$ cat config.mk
export PLATFORM = sky130hd
export DESIGN_NAME = rpn_div
export DESIGN_NICKNAME = d
export VERILOG_FILES = /design/src/sv/rpn_pkg.sv /design/src/sv/rpn_div.sv
export SDC_FILE = /design/constraint.sdc
export NUM_CORES = 1
export LEC_CHECK = 0
export BUFFER_PORTS_ARGS = -buffer_cell sky130_fd_sc_hd__buf_2
export CAP_MARGIN = 15
export CORE_MARGIN = 10
export CORE_UTILIZATION = 56
export CTS_CLUSTER_DIAMETER = 200
export DETAILED_ROUTE_END_ITERATION = 10
export GPL_TIMING_DRIVEN = 0
export HOLD_SLACK_MARGIN = 0.1
export PLACE_DENSITY = 0.84
export SLEW_MARGIN = 5
export SYNTH_ARGS = -nofsm -noshare
export SYNTH_HDL_FRONTEND = slang
export SYNTH_SLANG_ARGS = --single-unit
$ cat constraint.sdc
create_clock -name i_clk -period 3.2 [get_ports i_clk]
set_input_delay 0.48 -clock i_clk [delete_from_list [all_inputs] [get_ports i_clk]]
set_output_delay 0.48 -clock i_clk [all_outputs]
set_load 0.01 [all_outputs]
$ cat src/sv/rpn_pkg.sv
`timescale 1ns / 1ps
// ----------------------------------------------------------------------------
// RPN evaluator package
// Shared sizes, token and status codes, and the cell and divider types.
// ----------------------------------------------------------------------------
package rpn_pkg;

    localparam int STACK_DEPTH = 16;
    localparam int CNT_W       = $clog2(STACK_DEPTH + 1);
    localparam int DATA_W      = 32;
    localparam int FRAC_W      = 16;
    localparam int KIND_W      = 3;
    localparam int DEPTH_W     = 5;
    localparam int STATUS_W    = 3;
    localparam int DIVD_W      = DATA_W + FRAC_W;
    localparam int DIV_CNT_W   = $clog2(DIVD_W);
    localparam int PROD_W      = 2 * DATA_W;

    localparam logic [KIND_W-1:0] KIND_PUSH = 3'd0;
    localparam logic [KIND_W-1:0] KIND_ADD  = 3'd1;
    localparam logic [KIND_W-1:0] KIND_SUB  = 3'd2;
    localparam logic [KIND_W-1:0] KIND_MUL  = 3'd3;
    localparam logic [KIND_W-1:0] KIND_DIV  = 3'd4;

    localparam logic [STATUS_W-1:0] ST_OK    = 3'd0;
    localparam logic [STATUS_W-1:0] ST_UNDER = 3'd1;
    localparam logic [STATUS_W-1:0] ST_OVER  = 3'd2;
    localparam logic [STATUS_W-1:0] ST_DIVZ  = 3'd3;
    localparam logic [STATUS_W-1:0] ST_SAT   = 3'd4;

    localparam logic signed [DATA_W-1:0] Q_MAX = {1'b0, {(DATA_W-1){1'b1}}};
    localparam logic signed [DATA_W-1:0] Q_MIN = {1'b1, {(DATA_W-1){1'b0}}};

    typedef enum logic [1:0] {
        CELL_HOLD,
        CELL_TAKE_UP,
        CELL_TAKE_DN
    } t_cell_op;

    typedef struct packed {
        logic busy;
        logic done;
    } t_div_status;

endpackage

$ cat src/sv/rpn_div.sv
`timescale 1ns / 1ps
// ----------------------------------------------------------------------------
// RPN restoring divider
// Unsigned magnitude divide, one quotient bit per cycle.
// ----------------------------------------------------------------------------
module rpn_div import rpn_pkg::*; (
    input  logic              i_clk,
    input  logic              i_rst_n,
    input  logic              i_start,
    input  logic [DIVD_W-1:0] i_dividend,
    input  logic [DATA_W-1:0] i_divisor,
    output t_div_status       o_stat,
    output logic [DIVD_W-1:0] o_quot
);

    logic [DATA_W-1:0]    r_rem;
    logic [DIVD_W-1:0]    r_quo;
    logic [DATA_W-1:0]    r_dvs;
    logic [DIV_CNT_W-1:0] r_cnt;
    logic                 r_busy;
    logic                 r_done;
    logic [DATA_W:0]      w_rem_sh;
    logic [DATA_W:0]      w_diff;

    assign w_rem_sh = {r_rem, r_quo[DIVD_W-1]};
    assign w_diff   = w_rem_sh - {1'b0, r_dvs};

    always_ff @(posedge i_clk) begin
        if (!i_rst_n) begin
            r_busy <= 1'b0;
            r_done <= 1'b0;
            r_cnt  <= '0;
        end else begin
            r_done <= 1'b0;
            if (i_start) begin
                r_busy <= 1'b1;
                r_cnt  <= '0;
            end else if (r_busy) begin
                r_cnt <= r_cnt + 1'b1;
                if (r_cnt == DIV_CNT_W'(DIVD_W - 1)) begin
                    r_busy <= 1'b0;
                    r_done <= 1'b1;
                end
            end
        end
    end

    // Remainder and quotient shift together; no reset needed on the data path.
    always_ff @(posedge i_clk) begin
        if (i_start) begin
            r_rem <= '0;
            r_quo <= i_dividend;
            r_dvs <= i_divisor;
        end else if (r_busy) begin
            if (!w_diff[DATA_W]) begin
                r_rem <= w_diff[DATA_W-1:0];
                r_quo <= {r_quo[DIVD_W-2:0], 1'b1};
            end else begin
                r_rem <= w_rem_sh[DATA_W-1:0];
                r_quo <= {r_quo[DIVD_W-2:0], 1'b0};
            end
        end
    end

    assign o_stat.busy = r_busy;
    assign o_stat.done = r_done;
    assign o_quot      = r_quo;

endmodule

==> impl_metrics.env <==
export IMPL_ys_flop_type="edfxtp_1"
export IMPL_seq_area_frac_synth=0.476
export IMPL_wl_per_cell_um=19.2
export IMPL_hold_viol=0
export IMPL_slew_violations=0
export IMPL_clock_sinks=120
export IMPL_syn_avg_cell_area_um2=10.6
export IMPL_grt_pass1_wl_um=28600
export IMPL_path_buf_inv=2
export IMPL_syn2layout_area_growth_pct=22.3
export IMPL_crit_start="o_quot[47]"
export IMPL_startpoint_type="flip-flop"
export IMPL_worstPathArrival_ps=3290
export IMPL_path_clk_slew_ps=60
export IMPL_synth_adder_area_share=0.0643
export IMPL_min_period_ps=3010
export IMPL_hp_class="in -> reg"
export IMPL_syn_area_um2=6740
export IMPL_drc=0
export IMPL_final_core_util=0.709
export IMPL_fin_crit_sh=0.940
export IMPL_layout_setup_ws_ps=191
export IMPL_cts_root_buf="clkbuf_16"
export IMPL_tightestPinTransition_ps=784
export IMPL_nets=905
export IMPL_rsz0062_at_grt="no"
export IMPL_core_um2=11600
export IMPL_ys_ff_latch=120
export IMPL_path_cells="inv_1 -> ha_1 -> fa_2 -> nand2b_1 -> a211oi_2 -> o21ai_2 -> o21ai_2 -> buf_4 -> a211oi_1 -> o22ai_1 -> or3_1 -> nand3_1 -> a311oi_1"
export IMPL_track_usage=0.218
export IMPL_via_per_inst=5.81
export IMPL_antenna_cells=0
export IMPL_htreeDepth=4
export IMPL_worstHoldStart="i_divisor[25]"
export IMPL_numCtsBuffers=17
export IMPL_synth_compound_area_frac=0.156
export IMPL_antenna_left=0
export IMPL_port_buffers=132
export IMPL_powerDensity_nw_per_um2=584
export IMPL_worstPathMaxFanout=3
export IMPL_cts_buffer_depth=2
export IMPL_end_kind="flip-flop"
export IMPL_yosysUniqueCellTypes=62
export IMPL_layout_drive_gt1_share=0.313
export IMPL_die_x_um=130
export IMPL_outcome="finished, final reports clean"
export IMPL_final_common_cell="buf_2"
export IMPL_p_leak_nw=3.48
export IMPL_max_stage_delay_ps=470
export IMPL_irDropWorstVdd_uv=502
export IMPL_drv_cap=0
export IMPL_grt_overflow=0
export IMPL_first_iter_violations=328
export IMPL_synth_cells=635
export IMPL_gp_congestion=0.935
export IMPL_tritoncts="built"
export IMPL_grt_max_degree=49
export IMPL_synthXorXnorAreaFrac=0.0377
export IMPL_synthArstFlopShare=0
export IMPL_crit_top_cell="o21ai_2"
export IMPL_max_freq_mhz=332
export IMPL_slowest_stage="a211oi_1"
export IMPL_io_pins=133
export IMPL_yosysWarningCount=0
export IMPL_die_area_um2=16800
export IMPL_crit_type="reg -> reg"
export IMPL_grt_pass1_vias=5638
export IMPL_cp_top_family="compound AO/OA/AOI/OAI gates"
export IMPL_num_rows=39
export IMPL_muxShareOfSynthArea=0.105
export IMPL_reg2reg_from="o_quot[47]"
export IMPL_yosys_area_share_simple=0.105
export IMPL_setup_viol=0
export IMPL_layout_common_cells="133 x buf_2, 80 x edfxtp_1, 71 x nor2_1"
export IMPL_num_vias=5486
export IMPL_slew_limit_headroom=0.477
export IMPL_synth_edf_count=80
export IMPL_dp_slack_ps=-263
export IMPL_clock_latency_ps=420
export IMPL_syn_num_nets=752
export IMPL_place_detailed_hpwl_um=13100
export IMPL_die_y_um=130
export IMPL_synth_top_family_by_area="compound AO/OA/AOI/OAI gates"
export IMPL_dr_pass1_iters=5
export IMPL_antenna_found_initial=0
export IMPL_fin_skew_ps=7.90
export IMPL_wirelength_um=18200
export IMPL_initial_core_util=0.580
export IMPL_crit_required_ps=3480
-- metrics by stage --
stage	instance area [µm²]	setup TNS [ps]	std cells	total power, mW	hold slack [ps]
after CTS	8180	0	943	4.80	215
after floorplan	6740	0	635	2.56	456
after global routing	8240	0	944	5.00	213
final	8240	0	944	4.81	228
after global placement	7570	-6930	910	2.80	468
after detailed placement	7570	-13470	910	2.85	498
-- sequential cells by signal, summed over array words and instances (netlist names) --
register	count
o_quot	48
r_busy	1
r_cnt	6
r_done	1
r_dvs	32
r_rem	32
-- repair_timing --
action / 4_1_cts / 5_1_grt
buffers inserted: 1 / 1
hold buffers: 0 / 0
pin swaps: 1 / 4
endpoints found under the hold margin: 0 / 0
gates resized for setup: 1 / 14
setup endpoints to repair: 26 / 77
-- layer usage --
metal,global-route usage,routed length (µm),vias to the layer above
met4,0.0767,238,0
met3,0.115,2150,20
li1,-,-,2619
met1,0.235,6850,2604
met2,0.361,8920,243
met5,0,0,-
-- cells by family (layout without fill, tap and decap cells) --
family	Yosys count	count (layout)
xor+xnor	29	29
fa+ha+maj	34	34
compound gates	158	158
buf+inv	74	240
flops	120	120
simple gates	156	156
mux	64	64
-- synth_stat cells, types with 2 or more instances --
cell | n | area share
a21oi_1 | 58 | 0.043
clkbuf_1 | 11 | 0.0061
xnor2_1 | 13 | 0.017
a31o_2 | 2 | 0.0026
buf_4 | 5 | 0.0056
and2_1 | 3 | 0.0028
dfxtp_1 | 40 | 0.12
o21a_1 | 2 | 0.0022
clkbuf_8 | 4 | 0.0082
nand4_1 | 5 | 0.0046
and3_1 | 3 | 0.0028
o31a_1 | 2 | 0.0026
nand2b_1 | 8 | 0.0074
buf_6 | 5 | 0.0084
xor2_1 | 16 | 0.021
nor2b_1 | 3 | 0.0028
a211oi_1 | 33 | 0.037
nor2_1 | 72 | 0.040
and2_2 | 3 | 0.0033
a31oi_1 | 3 | 0.0028
o31ai_1 | 2 | 0.0022
mux2i_1 | 15 | 0.022
ha_1 | 33 | 0.061
o21bai_1 | 5 | 0.0056
o21ai_0 | 20 | 0.015
a21boi_0 | 2 | 0.0022
edfxtp_1 | 80 | 0.36
nor4_1 | 2 | 0.0019
inv_1 | 42 | 0.023
mux2_4 | 2 | 0.0045
nand2_1 | 30 | 0.017
mux2_2 | 47 | 0.079
buf_2 | 2 | 0.0015
or2_2 | 3 | 0.0028
nor3_1 | 6 | 0.0045
a21o_1 | 9 | 0.010
o211ai_1 | 3 | 0.0033
or3_1 | 3 | 0.0028
nor3b_1 | 2 | 0.0022
nand3_1 | 11 | 0.0082
buf_1 | 4 | 0.0022
-- worst paths after layout --
| path | endpoint | slack, ps | cells past startpoint |
|---|---|---|---|
| worst max register to register | r_rem[30] | 190 | 13 |
| worst min-delay path | r_dvs[25] | 230 | 1 |
| worst min register to register | r_rem[27] | 500 | 2 |
| worst max-delay path | r_rem[30] | 190 | 13 |
-- power by group --
part	internal (mW)	switching [mW]
clock network	1.26	0.683
logic	0.426	0.547
registers	1.81	0.0794
total	3.50	1.31
-- layout make-up --
class	count	area (µm²)
Buffer	32	234
Clock buffer	24	472
Clock inverter	8	124
Fill cell	819	3380
Inverter	42	158
Multi-Input combinational cell	441	3190
Sequential cell	120	3200
Tap cell	143	179
Timing Repair Buffer	134	676
-- worst reg2reg max path, stage by stage (launching register included) --
cell and delay, ps:
edfxtp_1 430, inv_1 90, ha_1 180, fa_2 240, nand2b_1 150, a211oi_2 100, o21ai_2 210, o21ai_2 110
buf_4 150, a211oi_1 470, o22ai_1 220, or3_1 340, nand3_1 100, a311oi_1 90
Note: power is estimated with default switching activity, not from simulation.
