**config.mk**
```make
export PLATFORM = sky130hd
export DESIGN_NAME = rpn_cell
export DESIGN_NICKNAME = d
export VERILOG_FILES = /design/src/sv/rpn_pkg.sv /design/src/sv/rpn_cell.sv
export SDC_FILE = /design/constraint.sdc
export NUM_CORES = 1
export LEC_CHECK = 0
export ABC_AREA = 1
export BUFFER_PORTS_ARGS = -buffer_cell sky130_fd_sc_hd__clkbuf_2
export CORE_UTILIZATION = 39
export CTS_CLUSTER_DIAMETER = 40
export DETAILED_ROUTE_END_ITERATION = 16
export PLACE_DENSITY = 0.76
export SYNTH_ARGS = -nofsm -noshare
export SYNTH_HDL_FRONTEND = slang
export SYNTH_SLANG_ARGS = --single-unit
```
**constraint.sdc**
```tcl
create_clock -name i_clk -period 1.2 [get_ports i_clk]
set_clock_uncertainty 0.2 [all_clocks]
set_input_delay 0.24 -clock i_clk [delete_from_list [all_inputs] [get_ports i_clk]]
set_output_delay 0.24 -clock i_clk [all_outputs]
set_load 0.02 [all_outputs]
```
**src/sv/rpn_pkg.sv**
```systemverilog
`timescale 1ns / 1ps
// ----------------------------------------------------------------------------
// RPN evaluator package
// Shared sizes, token and status codes, and the cell and divider types.
// ----------------------------------------------------------------------------
package rpn_pkg;

    localparam int STACK_DEPTH = 16;
    localparam int CNT_W       = $clog2(STACK_DEPTH + 1);
    localparam int DATA_W      = 32;
    localparam int FRAC_W      = 16;
    localparam int KIND_W      = 3;
    localparam int DEPTH_W     = 5;
    localparam int STATUS_W    = 3;
    localparam int DIVD_W      = DATA_W + FRAC_W;
    localparam int DIV_CNT_W   = $clog2(DIVD_W);
    localparam int PROD_W      = 2 * DATA_W;

    localparam logic [KIND_W-1:0] KIND_PUSH = 3'd0;
    localparam logic [KIND_W-1:0] KIND_ADD  = 3'd1;
    localparam logic [KIND_W-1:0] KIND_SUB  = 3'd2;
    localparam logic [KIND_W-1:0] KIND_MUL  = 3'd3;
    localparam logic [KIND_W-1:0] KIND_DIV  = 3'd4;

    localparam logic [STATUS_W-1:0] ST_OK    = 3'd0;
    localparam logic [STATUS_W-1:0] ST_UNDER = 3'd1;
    localparam logic [STATUS_W-1:0] ST_OVER  = 3'd2;
    localparam logic [STATUS_W-1:0] ST_DIVZ  = 3'd3;
    localparam logic [STATUS_W-1:0] ST_SAT   = 3'd4;

    localparam logic signed [DATA_W-1:0] Q_MAX = {1'b0, {(DATA_W-1){1'b1}}};
    localparam logic signed [DATA_W-1:0] Q_MIN = {1'b1, {(DATA_W-1){1'b0}}};

    typedef enum logic [1:0] {
        CELL_HOLD,
        CELL_TAKE_UP,
        CELL_TAKE_DN
    } t_cell_op;

    typedef struct packed {
        logic busy;
        logic done;
    } t_div_status;

endpackage

```
**src/sv/rpn_cell.sv**
```systemverilog
`timescale 1ns / 1ps
// ----------------------------------------------------------------------------
// RPN stack cell
// One stack entry; takes its shallower or deeper neighbor's value, or holds.
// ----------------------------------------------------------------------------
module rpn_cell import rpn_pkg::*; (
    input  logic                     i_clk,
    input  logic                     i_rst_n,
    input  t_cell_op                 i_op,
    input  logic signed [DATA_W-1:0] i_up,
    input  logic signed [DATA_W-1:0] i_dn,
    output logic signed [DATA_W-1:0] o_entry
);

    logic signed [DATA_W-1:0] r_entry;

    always_ff @(posedge i_clk) begin
        if (!i_rst_n) begin
            r_entry <= '0;
        end else begin
            unique case (i_op)
                CELL_TAKE_UP: r_entry <= i_up;
                CELL_TAKE_DN: r_entry <= i_dn;
                default:      r_entry <= r_entry;
            endcase
        end
    end

    assign o_entry = r_entry;

endmodule

```
==> impl_results.md, run 1 <==
* Reg power frac at 41.6%
* Family with the most delay on the worst path: flip-flops
* Reg clk slew, reported paths at 0.06 ns
* CP cell instances: buf_8
* Lkg Pwr at 1.449 nW
* Pwr/cell area at 1173 mW/mm2
* Placed cell areas at 0.002215 mm2
* Switching power at 0.9270 mW
* Critical path type: reg -> out
* Setup Fix Bufs, Post-CTS at 0
* HP Class: in -> reg
* Slew @ Worst Pin at 0.1412 ns
* Final Wtd Congestion at 0.7178
* CTS tree: done
* Largest cells by area after synthesis: dfxtp_1, nor2_1, nand2_1
* Logic pwr share at 31.8%
* CP max stage delay at 0.35 ns
* Switching Share at 29.67%
* Max-Cap Viols at 0
* N_diodes at 0
* DIE AREA at 0.004532 mm2
* Die width at 67.32 um
* Layout cells sized above 1 at 39.08%
* Power Internal at 2.198 mW
* Post-synth cell types at 10
* Largest area contributor in the netlist: dfxtp_1
* Critical Path RT at 0.76 ns
* Number of global-route vias before repair at 1,513
* Met3 Use GR at 5.236%
* CTS H-tree lvls at 2
* Clock sinks at 32
* Nets@finish at 439
* Max reg flops at 32
* Fmax at 846.1 MHz
* Register area share after synthesis at 38.50%
* Cell Area, Synth at 0.001664 mm2
* Starting Density at 41.01%
* Most used routing layer: met2
* Post-synth top area share at 38.50%
* RR Startpoint: o_entry[6]
* Die height at 67.32 um
* Share of power burned in the clock network at 26.5%
* Residual DRC at 0
* Crit path from: o_entry[23]
* Final min period at 1.182 ns
* Worst path slowest cell: dfxtp_2
* Commonest non-fill, non-tap cell in the layout: nor2_1
* FF+latch count, synth at 32
* Post-route cell area at 0.002665 mm2
* GRT overflow at 0
* CP max FO at 2
* Clock root buffer: clkbuf_8
* Vias per cell at 4.337
* Initial antenna violation count at 0
* WL final at 4.038 mm
* P&R area growth vs syn at 60.15%
* Most frequent cells in the layout: nor2_1, clkbuf_2, nand2_1
* Worst-skew pair later-pin latency at 0.27 ns
* Mean post-synth cell area at 6.051 um2
* Final Cycle Share at 98.49%
* Antenna viol nets, final at 0
* Rows at 23
* GR Layer Usage met1 at 20.00%
* Initial DRC Count at 45
* Core ar. at 0.004058 mm2
* VDD IR max at 685.1 uV
* Total I/O pin count at 100
* Clock Path Buffers at 2
* Buffers added on ports at 99
* DR WL/cell at 9.591 um
* Crit start category: flip-flop
* Final hold violation count at 0
* Net Count, Synth at 344
* First-pass GRT wire length at 6.147 mm
* Yosys Warn Count at 0
* Largest net degree at the start of global routing at 34
* CP Buf/Inv Count at 1
* Critical path arrival at 0.74 ns
* Relative slew slack at 90.49%
* Status: finished, final reports clean
* Post-Syn Instances at 275
* HP Start: i_dn[2]
* Slew Viols, Final at 0
* GRT Total Usage at 18.10%
* Met2 capacity usage during global routing at 32.25%
* CTS Buf Count at 5
* First drt pass iteration count at 4
* Setup violators final at 0
* Unrepaired setup endpoints after global routing: yes
* Crit end category: output pin
* Worst hold margin at 0.05727 ns
* Via Count at 1,826
* Dpl hpwl at 2.695 mm
## final timing paths
check | end | slack (ns) | cells past startpoint
worst max-delay path | o_entry[23] | 0.02 | 1
worst min-delay path | o_entry[2] | 0.06 | 5
worst max register to register | o_entry[6] | 0.33 | 2
worst min register to register | o_entry[16] | 0.33 | 2
## per-stage QoR
step                      util (%)  setup WS [ns]  power (mW)  cells  setup TNS [ns]
after floorplan                  -       0.004733       1.776    275               0
after global placement       54.58        -0.1538       2.033    413          -4.216
after detailed placement     54.58        -0.1624       2.047    413          -4.735
after CTS                    64.69      -0.007194       3.078    421        -0.03094
after global routing         65.68      -0.009426       3.312    421        -0.06982
final                        65.68        0.01814       3.125    421               0
## final cells by class
class,count,area [um2]
fill,352,1393
timing repair buffer,104,915.9
multi-input combinational,193,785.8
sequential,32,680.7
inverter,34,130.1
clock buffer,8,90.09
tap,50,62.56
## cell usage after synthesis, drive strengths merged
master and number:
nor2 96, nand2 64, inv 34, dfxtp 32, o21ai 32, buf 15, clkbuf 1, ha 1
## kinds of logic (layout without fill, tap and decap cells)
group                      after synthesis  after routing  share of synthesized area (%)
and+or+nand+nor                        160            160                          36.09
DFF                                     32             32                          38.50
buffers and inverters                   50            146                          15.04
AOI/OAI and AO/OA                       32             32                          9.624
adders and majority gates                1              1                         0.7518
## power by group through the flow
stage          sequential [mW]  clock (mW)  combinational [mW]
3_3_place_gp              1.25           0               0.782
3_5_place_dp              1.25           0               0.792
5_1_grt                   1.32       0.903                1.09
2_1_floorplan             1.39           0               0.391
4_1_cts                   1.27       0.852               0.954
6_report                  1.30       0.829               0.994
## worst min-delay path: cells and delay by family
family,cells,cell delay [ns]
buffers and inverters,1,0.07
AND/OR/NAND/NOR,4,0.18
## per-layer routing
layer	part of all wire, %	up-vias
li1	-	1011
met1	43	753
met2	49	57
met3	6.6	5
met4	1.3	0
met5	0	-
## what timing repair did
action	4_1_cts	5_1_grt
gates cloned	0	0
resized for setup	94	32
endpoints found under the setup margin	32	32
hold endpoints to repair	0	0
hold buffers	0	0
(Power assumes the default switching activity.)
==> run 2: changes to the inputs <==
--- a/config.mk
+++ b/config.mk
@@ -11,6 +11,7 @@
 export CTS_CLUSTER_DIAMETER = 40
 export DETAILED_ROUTE_END_ITERATION = 16
 export PLACE_DENSITY = 0.76
+export RECOVER_POWER = 100
 export SYNTH_ARGS = -nofsm -noshare
 export SYNTH_HDL_FRONTEND = slang
 export SYNTH_SLANG_ARGS = --single-unit
==> run 2 against run 1 <==
Wire length rose by 0.22%; sequential share of layout area rose by 0.16 points; highest routed layer unchanged; final cell count did not move; global-route usage did not move; power fell by 0.37%; critical path depth did not move; combinational power fell by 0.9%; clock-buffer cell count did not move; final area fell by 0.61%.
==> impl_results.md, run 2 (same netlist as run 1, synthesis figures left out) <==
* Status: finished, final reports clean
* Largest net degree at the start of global routing at 34
* Final Cycle Share at 98.49%
* Core ar. at 0.004058 mm2
* Crit start category: flip-flop
* Slew @ Worst Pin at 0.1412 ns
* Met2 capacity usage during global routing at 32.25%
* Nets@finish at 439
* Final hold violation count at 0
* Commonest non-fill, non-tap cell in the layout: nor2_1
* Max-Cap Viols at 0
* Vias per cell at 4.335
* R2R setup slack at 0.33 ns
* DIE AREA at 0.004532 mm2
* First drt pass iteration count at 4
* Cell count of the worst hold path at 5
* Final Wtd Congestion at 0.7178
* Placed cell count at 413
* Die width at 67.32 um
* Final-layout fill cell count at 355
* Reg area at 680.7 um2
* HP Start: i_dn[2]
* Placed cell areas at 0.002215 mm2
* Dpl hpwl at 2.695 mm
* CP Buf/Inv Count at 1
* Final min period at 1.182 ns
* Rows at 23
* First-pass GRT wire length at 6.147 mm
* Fmax at 846.1 MHz
* DR WL/cell at 9.613 um
* Hold Crit Endpoint: o_entry[2]
* Critical path type: reg -> out
* Via Count at 1,825
* CTS tree: done
* Critical path arrival at 0.74 ns
* Most used routing layer: met2
* Layout cells sized above 1 at 38.81%
* WL final at 4.047 mm
* Final std cells w/o fill at 421
* CTS H-tree lvls at 2
* Worst-skew pair later-pin latency at 0.27 ns
* Multi-input gate area at 785.8 um2
* Setup TNS at 0 ns
* Setup violators final at 0
* Antenna viol nets, final at 0
* Initial DRC Count at 42
* Setup WS post-layout at 0.01814 ns
* HP Class: in -> reg
* Residual DRC at 0
* Initial antenna violation count at 0
* Slew Viols, Final at 0
* GRT overflow at 0
* Lkg Pwr at 1.442 nW
* CP cell instances: buf_8
* Crit end category: output pin
* CP max FO at 2
* Critical Path RT at 0.76 ns
* Unrepaired setup endpoints after global routing: yes
* N_diodes at 0
* Pre-CTS WS at -0.1624 ns
* Fin util at 65.28%
* Reg clk slew, reported paths at 0.06 ns
* Die height at 67.32 um
* Hold bufs inserted after CTS at 0
* Worst path slowest cell: dfxtp_2
* Worst R2R Path Depth at 2
* Clock root buffer: clkbuf_8
* Post-route cell area at 0.002649 mm2
* CTS Buf Count at 5
* Relative slew slack at 90.49%
* Setup Fix Bufs, Post-CTS at 0
* Max reg flops at 32
* Clock sinks at 32
* Clock Path Buffers at 2
* Buffers added on ports at 99
* RR Startpoint: o_entry[6]
* Pwr/cell area at 1175 mW/mm2
* GR Layer Usage met1 at 20.00%
* CP max stage delay at 0.35 ns
* GRT Total Usage at 18.10%
* Most frequent cells in the layout: nor2_1, clkbuf_2, nand2_1, inv_1, dfxtp_2
* Family with the most delay on the worst path: flip-flops
* Starting Density at 41.01%
* Number of global-route vias before repair at 1,513
* Met3 Use GR at 5.236%
* Total I/O pin count at 100
* Worst r2r dst: o_entry[6]
* VDD IR max at 685.0 uV
* P&R area growth vs syn at 59.17%
[run 2: cell counts in the layout (fill, tap and decap cells not counted)]
No cell type changed its count.
[run 2: stage by stage]
stage                     hold slack (ns)  power (mW)
after floorplan                    0.1818       1.776
after global placement             0.2904       2.033
after detailed placement           0.2963       2.047
after CTS                         0.04564       3.078
after global routing              0.07723       3.300
final                             0.05727       3.113
[run 2: worst max-delay path by stage]
stage	start	end	slack, ns	cells past startpoint
finish	o_entry[23]	o_entry[23]	0.02	1
global route	o_entry[6]	o_entry[6]	-0.009	1
CTS	o_entry[30]	o_entry[30]	-0.007	1
detailed placement	i_op[0]	o_entry[27]	-0.16	7
global placement	i_op[1]	o_entry[0]	-0.15	7
floorplan	i_op[0]	o_entry[27]	0.005	6
[run 2: cell type report]
class / instances / share of cell area, %
inverters: 34 / 4.913
repair buffers: 104 / 33.96
flip-flops and latches: 32 / 25.70
clock buffers: 8 / 3.401
well taps: 50 / 2.362
multi-input cells: 193 / 29.66
[run 2: power breakdown]
group / internal (mW) / total (mW) / switching, mW
registers: 1.20 / 1.30 / 0.0988
clock network: 0.467 / 0.829 / 0.362
logic: 0.522 / 0.985 / 0.464
total: 2.19 / 3.11 / 0.925
[run 2: routing by layer]
metal,routed length [um],vias to the layer above
li1,-,1010
met4,53,0
met3,261,5
met2,1996,57
met1,1735,753
met5,0,-
[run 2: what timing repair did]
action                     CTS  global route
cloned                       0             0
gates resized for setup     94            32
setup endpoints to repair   32            32
